===== src/design/sha_pkg.sv =====
// shared constants, types and the rotate helper for the sha-256 hasher
`default_nettype none
package sha_pkg;
    localparam int unsigned QueueDepth = 4;

    typedef struct packed {
        logic [7:0] data_byte;
        logic       has_byte;
        logic       end_of_message;
    } t_item;

    localparam logic [31:0] InitH [8] = '{
        32'h6a09e667, 32'hbb67ae85, 32'h3c6ef372, 32'ha54ff53a,
        32'h510e527f, 32'h9b05688c, 32'h1f83d9ab, 32'h5be0cd19
    };

    localparam logic [31:0] RoundK [64] = '{
        32'h428a2f98, 32'h71374491, 32'hb5c0fbcf, 32'he9b5dba5, 32'h3956c25b, 32'h59f111f1,
        32'h923f82a4, 32'hab1c5ed5, 32'hd807aa98, 32'h12835b01, 32'h243185be, 32'h550c7dc3,
        32'h72be5d74, 32'h80deb1fe, 32'h9bdc06a7, 32'hc19bf174, 32'he49b69c1, 32'hefbe4786,
        32'h0fc19dc6, 32'h240ca1cc, 32'h2de92c6f, 32'h4a7484aa, 32'h5cb0a9dc, 32'h76f988da,
        32'h983e5152, 32'ha831c66d, 32'hb00327c8, 32'hbf597fc7, 32'hc6e00bf3, 32'hd5a79147,
        32'h06ca6351, 32'h14292967, 32'h27b70a85, 32'h2e1b2138, 32'h4d2c6dfc, 32'h53380d13,
        32'h650a7354, 32'h766a0abb, 32'h81c2c92e, 32'h92722c85, 32'ha2bfe8a1, 32'ha81a664b,
        32'hc24b8b70, 32'hc76c51a3, 32'hd192e819, 32'hd6990624, 32'hf40e3585, 32'h106aa070,
        32'h19a4c116, 32'h1e376c08, 32'h2748774c, 32'h34b0bcb5, 32'h391c0cb3, 32'h4ed8aa4a,
        32'h5b9cca4f, 32'h682e6ff3, 32'h748f82ee, 32'h78a5636f, 32'h84c87814, 32'h8cc70208,
        32'h90befffa, 32'ha4506ceb, 32'hbef9a3f7, 32'hc67178f2
    };

    localparam logic [7:0] PadByte  = 8'h80;
    localparam logic [5:0] LenStart = 6'd56;

    function automatic logic [31:0] rotr(input logic [31:0] x, input int unsigned n);
        rotr = (x >> n) | (x << (32 - n));
    endfunction
endpackage
`default_nettype wire


===== src/design/sha_fifo.sv =====
// small item queue between the front end and the hashing engine
`default_nettype none
module sha_fifo #(
    parameter int unsigned DEPTH = sha_pkg::QueueDepth
) (
    input  wire logic          i_clk,
    input  wire logic          i_rst_n,
    input  wire logic          i_push,
    input  sha_pkg::t_item     i_item,
    output logic               o_full,
    input  wire logic          i_pop,
    output logic               o_empty,
    output sha_pkg::t_item     o_item
);
    import sha_pkg::*;
    localparam int unsigned AW = (DEPTH > 1) ? $clog2(DEPTH) : 1;

    t_item           r_mem [DEPTH];
    logic [AW-1:0]   r_wp, r_rp;
    logic [AW:0]     r_cnt;
    logic            w_wr, w_rd;

    assign o_full  = (r_cnt == (AW+1)'(DEPTH));
    assign o_empty = (r_cnt == '0);
    assign o_item  = r_mem[r_rp];
    assign w_wr = i_push && !o_full;
    assign w_rd = i_pop && !o_empty;

    always_ff @(posedge i_clk) begin
        if (w_wr) begin
            r_mem[r_wp] <= i_item;
        end
        if (!i_rst_n) begin
            r_wp  <= '0;
            r_rp  <= '0;
            r_cnt <= '0;
        end else begin
            if (w_wr) begin
                r_wp <= (r_wp == AW'(DEPTH - 1)) ? '0 : r_wp + 1'b1;
            end
            if (w_rd) begin
                r_rp <= (r_rp == AW'(DEPTH - 1)) ? '0 : r_rp + 1'b1;
            end
            r_cnt <= r_cnt + (AW+1)'(w_wr) - (AW+1)'(w_rd);
        end
    end
endmodule
`default_nettype wire


===== src/design/sha_engine.sv =====
// byte gathering, padding, 64-round compression and digest output
`default_nettype none
module sha_engine (
    input  wire logic          i_clk,
    input  wire logic          i_rst_n,
    input  wire logic          i_valid,
    input  sha_pkg::t_item     i_item,
    output logic               o_take,
    output logic               o_empty,
    input  wire logic          i_pop,
    output logic [31:0]        o_digest_word,
    output logic [2:0]         o_word_index,
    output logic               o_last_word
);
    import sha_pkg::*;

    typedef enum logic [5:0] {
        S_IDLE = 6'b000001,
        S_PAD  = 6'b000010,
        S_ZERO = 6'b000100,
        S_LEN  = 6'b001000,
        S_COMP = 6'b010000,
        S_OUT  = 6'b100000
    } t_state;

    t_state        r_state, n_state;
    t_state        r_ret;
    logic [31:0]   r_h [8];
    logic [31:0]   r_v [8];
    logic [31:0]   r_w [16];
    logic [5:0]    r_fill;
    logic [60:0]   r_cnt;
    logic [5:0]    r_rnd;
    logic [2:0]    r_len;
    logic [2:0]    r_oidx;

    logic          w_push;
    logic [7:0]    w_byte;
    logic [63:0]   w_bits;
    logic [31:0]   w_s0, w_s1, w_wnew, w_t1, w_t2, w_wi;

    assign w_bits = {r_cnt, 3'b000};
    assign o_take = (r_state == S_IDLE) && i_valid;
    assign o_empty = (r_state != S_OUT);
    assign o_digest_word = r_h[r_oidx];
    assign o_word_index  = r_oidx;
    assign o_last_word   = (r_oidx == 3'd7);

    always_comb begin
        w_push = 1'b0;
        w_byte = 8'h00;
        case (r_state)
            S_IDLE: begin
                w_push = o_take && i_item.has_byte;
                w_byte = i_item.data_byte;
            end
            S_PAD: begin
                w_push = 1'b1;
                w_byte = PadByte;
            end
            S_ZERO: begin
                w_push = (r_fill != LenStart);
            end
            S_LEN: begin
                w_push = 1'b1;
                w_byte = w_bits[8*(7 - r_len) +: 8];
            end
            default: ;
        endcase
    end

    // message schedule: r_w holds w[i..i+15]
    assign w_s0 = rotr(r_w[1], 7) ^ rotr(r_w[1], 18) ^ (r_w[1] >> 3);
    assign w_s1 = rotr(r_w[14], 17) ^ rotr(r_w[14], 19) ^ (r_w[14] >> 10);
    assign w_wnew = r_w[0] + w_s0 + r_w[9] + w_s1;
    assign w_wi = r_w[0];
    assign w_t1 = r_v[7] + (rotr(r_v[4], 6) ^ rotr(r_v[4], 11) ^ rotr(r_v[4], 25))
                + ((r_v[4] & r_v[5]) ^ (~r_v[4] & r_v[6])) + RoundK[r_rnd] + w_wi;
    assign w_t2 = (rotr(r_v[0], 2) ^ rotr(r_v[0], 13) ^ rotr(r_v[0], 22))
                + ((r_v[0] & r_v[1]) ^ (r_v[0] & r_v[2]) ^ (r_v[1] & r_v[2]));

    always_comb begin
        n_state = r_state;
        case (r_state)
            S_IDLE: begin
                if (w_push && r_fill == 6'd63) begin
                    n_state = S_COMP;
                end else if (o_take && i_item.end_of_message) begin
                    n_state = S_PAD;
                end
            end
            S_PAD: n_state = (r_fill == 6'd63) ? S_COMP : S_ZERO;
            S_ZERO: begin
                if (r_fill == LenStart) begin
                    n_state = S_LEN;
                end else if (r_fill == 6'd63) begin
                    n_state = S_COMP;
                end
            end
            S_LEN: n_state = (r_len == 3'd7) ? S_COMP : S_LEN;
            S_COMP: begin
                if (r_rnd == 6'd63) begin
                    n_state = r_ret;
                end
            end
            S_OUT: begin
                if (i_pop && r_oidx == 3'd7) begin
                    n_state = S_IDLE;
                end
            end
            default: n_state = S_IDLE;
        endcase
    end

    always_ff @(posedge i_clk) begin
        if (w_push) begin
            r_w[r_fill[5:2]][8*(3 - r_fill[1:0]) +: 8] <= w_byte;
        end
        if (r_state == S_COMP) begin
            for (int i = 0; i < 15; i++) begin
                r_w[i] <= r_w[i+1];
            end
            r_w[15] <= w_wnew;
            r_v[7] <= r_v[6];
            r_v[6] <= r_v[5];
            r_v[5] <= r_v[4];
            r_v[4] <= r_v[3] + w_t1;
            r_v[3] <= r_v[2];
            r_v[2] <= r_v[1];
            r_v[1] <= r_v[0];
            r_v[0] <= w_t1 + w_t2;
        end else begin
            r_v <= r_h;
        end
        if (!i_rst_n) begin
            r_state <= S_IDLE;
            r_ret   <= S_IDLE;
            r_h     <= InitH;
            r_fill  <= '0;
            r_cnt   <= '0;
            r_rnd   <= '0;
            r_len   <= '0;
            r_oidx  <= '0;
        end else begin
            r_state <= n_state;
            if (w_push) begin
                r_fill <= r_fill + 1'b1;
            end
            if (r_state == S_IDLE && o_take) begin
                if (i_item.has_byte) begin
                    r_cnt <= r_cnt + 1'b1;
                end
            end
            if (r_state == S_LEN) begin
                r_len <= r_len + 1'b1;
            end
            if (n_state == S_COMP && r_state != S_COMP) begin
                r_rnd <= '0;
                case (r_state)
                    S_IDLE: r_ret <= (i_item.end_of_message) ? S_PAD : S_IDLE;
                    S_PAD:  r_ret <= S_ZERO;
                    S_ZERO: r_ret <= S_ZERO;
                    S_LEN:  r_ret <= S_OUT;
                    default: r_ret <= S_IDLE;
                endcase
            end else if (r_state == S_COMP) begin
                r_rnd <= r_rnd + 1'b1;
                if (r_rnd == 6'd63) begin
                    r_h[0] <= r_h[0] + w_t1 + w_t2;
                    r_h[1] <= r_h[1] + r_v[0];
                    r_h[2] <= r_h[2] + r_v[1];
                    r_h[3] <= r_h[3] + r_v[2];
                    r_h[4] <= r_h[4] + r_v[3] + w_t1;
                    r_h[5] <= r_h[5] + r_v[4];
                    r_h[6] <= r_h[6] + r_v[5];
                    r_h[7] <= r_h[7] + r_v[6];
                end
            end
            if (r_state == S_OUT && i_pop) begin
                r_oidx <= r_oidx + 1'b1;
                if (r_oidx == 3'd7) begin
                    r_h   <= InitH;
                    r_cnt <= '0;
                    r_fill <= '0;
                    r_len <= '0;
                end
            end
        end
    end
endmodule
`default_nettype wire


===== src/design/sha256_byte_stream_hasher.sv =====
// Streaming SHA-256 over bytes. Items enter a 4-deep queue; the engine takes
// one queued item per cycle while it is gathering bytes. Each full 64-byte
// block is then compressed one round per cycle, during which no items are taken
// and the queue can fill until full rises. An end-of-message item pads up to
// offset 56, writes eight length bytes, compresses (once or twice), then
// presents eight digest words; the next message starts after word 7 is popped.
`default_nettype none
module sha256_byte_stream_hasher #(
    parameter int unsigned QUEUE_DEPTH = sha_pkg::QueueDepth
) (
    input  wire logic        i_clk,
    input  wire logic        i_rst_n,
    input  wire logic        push,
    output logic             full,
    input  wire logic [7:0]  i_data_byte,
    input  wire logic        i_has_byte,
    input  wire logic        i_end_of_message,
    output logic             empty,
    input  wire logic        pop,
    output logic [31:0]      o_digest_word,
    output logic [2:0]       o_word_index,
    output logic             o_last_word
);
    import sha_pkg::*;

    t_item w_in, w_q;
    logic  w_qempty, w_take;

    assign w_in = '{data_byte: i_data_byte, has_byte: i_has_byte,
                    end_of_message: i_end_of_message};

    sha_fifo #(.DEPTH(QUEUE_DEPTH)) u_fifo (
        .i_clk(i_clk), .i_rst_n(i_rst_n), .i_push(push), .i_item(w_in),
        .o_full(full), .i_pop(w_take), .o_empty(w_qempty), .o_item(w_q)
    );

    sha_engine u_engine (
        .i_clk(i_clk), .i_rst_n(i_rst_n), .i_valid(!w_qempty), .i_item(w_q),
        .o_take(w_take), .o_empty(empty), .i_pop(pop),
        .o_digest_word(o_digest_word), .o_word_index(o_word_index),
        .o_last_word(o_last_word)
    );
endmodule
`default_nettype wire


===== config.mk =====
export PLATFORM = sky130hd
export DESIGN_NAME = sha256_byte_stream_hasher
export DESIGN_NICKNAME = d
export VERILOG_FILES = /design/src/design/sha_pkg.sv /design/src/design/sha_fifo.sv /design/src/design/sha_engine.sv /design/src/design/sha256_byte_stream_hasher.sv
export SDC_FILE = /design/constraint.sdc
export NUM_CORES = 2
export LEC_CHECK = 0
export BUFFER_PORTS_ARGS = -buffer_cell sky130_fd_sc_hd__buf_2
export CAP_MARGIN = 20
export CORE_ASPECT_RATIO = 0.75
export CORE_MARGIN = 2
export CORE_UTILIZATION = 40
export CTS_CLUSTER_SIZE = 12
export DETAILED_ROUTE_END_ITERATION = 8
export GPL_TIMING_DRIVEN = 0
export PLACE_DENSITY = 0.61
export SYNTH_ARGS = -nofsm -noshare
export SYNTH_HDL_FRONTEND = slang
export SYNTH_SLANG_ARGS = --single-unit

===== constraint.sdc =====
create_clock -name i_clk -period 22.1 [get_ports i_clk]
set_clock_uncertainty 0.05 [all_clocks]
set_input_delay 3.315 -clock i_clk [delete_from_list [all_inputs] [get_ports i_clk]]
set_output_delay 3.315 -clock i_clk [all_outputs]
set_load 0.05 [all_outputs]

Word-level counts from Yosys, hierarchy flattened

Memory sizes are Yosys's and may differ from the RTL's. A register that Yosys moved wholly into a read port is not among the register bits.
Cells that the tools add are included.

Magnitude comparators: 2
Add/subtract/negate cells: 32
Bitwise operators: 30
Multiplexer cells: 47
Equality and inequality tests: 18
Reductions and logical operators: 17
Shift operators: 3

Operators with widths:

| kind                    | count |
|---|---|
| $mux 256                | 6 |
| $add 32x32->32          | 20 |
| $xor 32x32->32          | 9 |
| $mux 61                 | 4 |
| $mux 32                 | 7 |
| $and 32x32->32          | 5 |
| $bmux 32 s3             | 1 |
| $shiftx 64x33->8        | 1 |
| $add 61x1->61 const B   | 1 |
| $mux 6                  | 9 |
| $pmux 6 s6              | 1 |
| $neg 32->34             | 1 |
| $shift 8x34->32 const A | 1 |
| $shiftx 8x34->32        | 1 |
| $not 32->32             | 1 |
| $or 10x32->32           | 1 |
| $or 13x32->32           | 1 |
| $or 14x32->32           | 1 |
| $or 15x32->32           | 1 |
| $or 19x32->32           | 1 |
| $or 21x32->32           | 1 |
| $or 25x32->32           | 1 |
| $or 26x32->32           | 1 |
| $or 30x32->32           | 1 |
| 38 further kinds        | 72 |

Memories: 3
Logic and storage cells: 178
Register bits: 610
Input bits: 14
ROM bits: 2048
Memory bits (writable): 552
Output and inout port bits: 38

Memory list:

| name            | depth | width | rd ports | clocked after Yosys merged registers in | write ports | RTL line         | RTL |
|---|---|---|---|---|---|---|---|
| (no name shown) | 64    | 32    | 1        | 0                                       | 0           | sha_engine.sv:78 | `+ ((r_v[4] & r_v[5]) ^ (~r_v[4] & r_v[6])) + RoundK[r_rnd] + w_wi;` |
| u_engine.r_w    | 16    | 32    | 16       | 0                                       | 16          | sha_engine.sv:30 | `logic [31:0] r_w [16];` |
| u_fifo.r_mem    | 4     | 10    | 1        | 1                                       | 1           | sha_fifo.sv:18   | `t_item r_mem [DEPTH];` |

Longest topological paths before layout

Word-level depth: 14
Gate-level depth with buffers: 40
Mapped depth without buffers: 39

Modules after synthesis

Synthesis repeated with hierarchy kept, for this count alone.

Cell total of the unflattened synthesis: 7819
Area total of the unflattened synthesis: 74532.7 um^2

By module, submodules not included:

| module                    | seq. area each (um^2) | instances | cells an instance | area an instance (um^2) |
|---|---|---|---|---|
| sha_engine                | 27406.3               | 1         | 7713              | 72604.6 |
| sha_fifo                  | 1381.3                | 1         | 105               | 1924.3 |
| sha256_byte_stream_hasher | 0.0                   | 1         | 1                 | 3.8 |

Worst setup path before layout

OpenSTA, ideal clock, no wires.

Path type: register to register
Start point: register u_engine.r_rnd[2]
End point: register u_engine.r_h[127] (netlist bit)
Required time: 21.980 ns
Arrival: 8.979 ns
Cell stages (with the launch flop): 38
Path slack: 13.001 ns
Path through: dfxtp_1 > buf_1 > clkinv_1 > clkbuf_1 > buf_1 > ha_1 > o21ai_0 > o21ai_0 > mux4_2 > fa_1 > fa_1 > inv_1 > fa_1 > inv_1 > ha_1 > and3_1 > a31oi_1 > o21ai_0 > [2 not listed] > o21bai_1 > a21oi_1 > xnor2_1 > inv_1 > fa_1 > inv_1 > ha_1 > a21o_1 > a21o_1 > a21o_1 > or4b_2 > nand3_1 > and3b_1 > o21ai_0 > a21oi_1 > xor3_1 > or3_1 > a21oi_1

Cells in the longest elaborated chain, start to end: 12

Ends and longest elaborated chain:

| item                                       | RTL line          | RTL |
|---|---|---|
| start: declaration                         | sha_engine.sv:33  | `logic [5:0] r_rnd;` |
| start signal: assignment                   | sha_engine.sv:167 | `r_rnd <= r_rnd + 1'b1;` |
| $not 6->7 (implied by the code)            | sha_engine.sv:78  |  |
| $mem_v2 64x32                              | -                 |  |
| $mux 32 (implied by the code) (2 in a row) | sha_engine.sv:78  |  |
| $add 32x32->32 (2 in a row)                | sha_engine.sv:78  |  |
| $add 32x32->32                             | sha_engine.sv:173 | `r_h[4] <= r_h[4] + r_v[3] + w_t1;` |
| $mux 256                                   | sha_engine.sv:168 | `if (r_rnd == 6'd63) begin` |
| $mux 256                                   | sha_engine.sv:166 | `end else if (r_state == S_COMP) begin` |
| $mux 256 (*)                               | sha_engine.sv:157 | `if (n_state == S_COMP && r_state != S_COMP) begin` |
| $mux 256                                   | sha_engine.sv:181 | `if (r_oidx == 3'd7) begin` |
| $mux 256 (*)                               | sha_engine.sv:179 | `if (r_state == S_OUT && i_pop) begin` |
| end signal: assignment                     | sha_engine.sv:138 | `r_h <= InitH;` |
| end signal: assignment                     | sha_engine.sv:182 | `r_h <= InitH;` |
| end: declaration                           | sha_engine.sv:28  | `logic [31:0] r_h [8];` |

Mark *: on every way between the ends. The rest lies on a longest branch, timed or not. The select of a mux whose other input is x is not followed.
A chain may end at the register's enable or synchronous reset.

Worst setup path in the final report

Start point: register u_engine.r_rnd[3]
End point: register u_engine.r_h[127] (netlist bit)

Same word-level chain as after synthesis.

==> impl_metrics.csv <==
group,metric,value,unit
placed_design,hpwl,253.4,mm
cts,h-tree-depth,4,
synth,seq_area_frac_synth,38.22,%
pwr,p_sw,0.002251,W
critical_path,worst_path_largest_cell_delay,870,ps
timing,finalCriticalPeriod,12870,ps
synth,syn_nets,8623,
critical_path,crit_top_cell,"a21oi_1",
synth,ys_top_cells_by_area,"edfxtp_1 22%, dfxtp_1 16%, ha_1 7.3%",
cts,cts_resized,0,
synth,ys_dominant_reg_cell,"dfxtp_1",
critical_path,crit_buf_inv,8,
cts,cts_made_buffers,135,
floorplan,die_h,379.8,um
synth,synth_top_area_cell,"edfxtp_1",
cts,cts_tree,"done",
timing,rsz0062_at_grt,"no",
timing,slew_violations,14,
global_route,use_met2,40.73,%
outcome,status,"complete, but fails checks",
timing,setup_viol,0,
critical_path,slowest_stage,"o31ai_1",
pwr,p_total,0.006690,W
timing,max_freq,0.07767,GHz
route,detail_route.vias_per_cell,5.996,
pwr,ir_drop,0.08389,mV
critical_path,endpoint_kind,"flop",
synth,synth_edf_count,552,
global_route,grt_util_met3,10.82,%
global_route,grt_pass1_vias,59445,
route,first_iter_violations,9379,
timing,fin_hold_ws,372.5,ps
synth,synth_most_common_cell,"nand2_1",
layout,syn2layout_area_growth,11.93,%
timing,finalHoldViolCount,0,
layout,final_nets,8932,
worst_hold_path,min_path_type,"flop to flop",
synth,synth_top_area_share,22.01,%
route,vias,65050,
global_route,grt_usage,32.09,%
pwr,p_clk_share,34.0,%
cts,cts.path.max_buffers,3,
cts,post_cts_buffers,0,
pwr,p_int,0.004439,W
synth,async_reset_ff_share,0,%
global_route,grt-busiest-layer,"met1",
synth,synthDistinctLibCells,108,
outcome,violations,"max-slew violations",
route,drcViolationCount,0,
global_route,grt_max_degree,18,
floorplan,floorplan.initialDensity,40.39,%
floorplan,rows,137,
pwr,seqPwrFrac,36.1,%
critical_path,arrival,13560,ps
cts,clk_latency,810,ps
synth,yosysWarnings,0,
pwr,power_leakage,37.18,nW
placed_design,place_congestion,1.038,
cts,root_buffer,"clkbuf_16",
critical_path,critical_path_class,"flop to flop",
synth,synth_seq_cells,1162,
timing,postLayoutSetupSlackWorst,9226,ps
critical_path,cp_top_family,"compound AO/OA/AOI/OAI gates",
synth,synth_common_cells,"1165 x nand2_1, 663 x a21o_1, 610 x dfxtp_1, 552 x edfxtp_1, 513 x a21oi_1",
global_route,grtUsageMet1,50.49,%
critical_path,cp_data_required_time,22780,ps
job,cap_violations,0,
timing,finalCritPeriodShare,58.25,%
route,dr.pass1.iters,6,
timing,worstMarginPinSlew,1511,ps
global_route,antenna_found_initial,25,
placed_design,io_buffers,50,
global_route,grt_pass1_wl,443.4,mm
pwr,power_density,79.35,mW/mm^2
floorplan,die_x,505.1,um
cts,postCtsHoldBufs,0,
route,drtAntennaViolNets,0,
floorplan,ios,52,
placed_design,dp_slack,9595,ps
floorplan,coreArea,0.1865,mm^2
layout,drive_above_1_share,7.410,%
placed_design,placedCellCount,10580,
pwr,p_comb_share,30.0,%
floorplan,die_area,0.1918,mm^2
critical_path,crit_fanout,10,
critical_path,cp-start-kind,"flop",
cts,clkTransAtPathRegs,60,ps
global_route,gr-total-overflow,0,
route,wl,316.9,mm
synth,synthCells,7941,
synth,avgSynthCellArea,9.486,um^2
cts,cts_sinks,1162,
timing,tns,0,ps
route,wire_per_inst,29.21,um
synth,syn_area,0.07533,mm^2
timing,relSlewSlack,-0.7217,%
layout,fin_cells,10849,
pwr,sw_frac_of_total,33.65,%
-- power groups by stage --
stage,Clock [W],Sequential [W],Combinational [W]
3_3_place_gp,0,0.00246,0.00190
3_5_place_dp,0,0.00246,0.00195
5_1_grt,0.00237,0.00241,0.00219
6_report,0.00227,0.00241,0.00201
2_1_floorplan,0,0.00245,0.00141
4_1_cts,0.00229,0.00241,0.00196
-- cells by family (layout without fill, tap and decap cells) --
logic type	after synthesis	in the layout	share of synthesized area, %
buf+inv	881	1280	4.407
fa+ha+maj	699	699	13.78
flops	1162	1162	38.22
other cells	0	7	0
compound gates	2204	2204	19.23
simple gates	2170	2170	12.74
mux	187	187	4.144
xor+xnor	638	638	7.476
-- layout by cell type (no fill, tap or decap), types with 27 or more instances in the layout --
cell / n
a21oi_1: 513
o211ai_1: 106
nor2b_1: 61
a31oi_1: 45
o22ai_1: 31
o21ai_0: 401
xnor2_1: 423
clkbuf_1: 397
o21bai_1: 59
dfxtp_1: 610
o31ai_1: 31
mux2_2: 39
nand3_1: 129
a21o_1: 663
and3_1: 65
fa_1: 228
xor2_1: 212
nor2_1: 386
ha_1: 440
mux2i_1: 52
or3_1: 42
nand4_1: 40
and2_1: 27
nand2b_1: 58
maj3_1: 31
a211oi_1: 56
buf_2: 106
nor3_1: 85
clkbuf_16: 136
o21a_1: 64
inv_1: 437
edfxtp_1: 552
mux4_2: 96
buf_8: 35
nand2_1: 1165
-- layout make-up --
cell class	instances	area (um^2)
diodes	7	17.52
plain buffers	441	1700
clock inverters	65	734.5
flip-flops and latches	1162	28790
fillers	18113	102200
repair buffers	172	1451
multi-input cells	5898	43230
well taps	2502	3131
clock buffers	162	3612
inverters	440	1652
-- metrics by stage --
stage                     util, %  cell area (um^2)
after floorplan                 -             75330
after global placement      42.20             78710
after detailed placement    42.71             79660
after CTS                   45.04             84010
after global routing        45.20             84300
final                       45.21             84310
-- worst min-delay path, delay by kind of cell, from the launching register on --
| family | cells | cell delay, ps |
|---|---|---|
| flip-flops | 1 | 320 |
| AND/OR/NAND/NOR | 2 | 100 |
-- registers in the layout (all words and copies together) (netlist names), named ones only --
signal and flops:
u_fifo.r_cnt 3, u_engine.r_len 3, u_engine.r_ret 4, u_engine.r_fill 6, u_engine.r_h 256, u_engine.r_rnd 6
u_engine.r_w 512, u_fifo.r_mem 40, u_engine.r_state 6, u_engine.r_v 256, u_engine.o_word_index 3, u_engine.r_cnt 61
u_fifo.r_rp 2, u_fifo.r_wp 2
-- path summary, 6_finish.rpt --
check                      end  slack, ps         startpoint  depth (start not counted)
min reg2reg   u_engine.r_v[26]        370   u_engine.r_v[58]                          2
max reg2reg  u_engine.r_h[127]       9230  u_engine.r_rnd[3]                         36
min           u_engine.r_v[26]        370   u_engine.r_v[58]                          2
max          u_engine.r_h[127]       9230  u_engine.r_rnd[3]                         36
-- per-layer routing --
| layer | wire length (um) | vias up |
|---|---|---|
| met5 | 87 | - |
| met4 | 7813 | 14 |
| met3 | 42970 | 409 |
| met2 | 117500 | 3539 |
| met1 | 148600 | 32443 |
| li1 | - | 28645 |
Note: power is estimated with default switching activity, not from simulation.
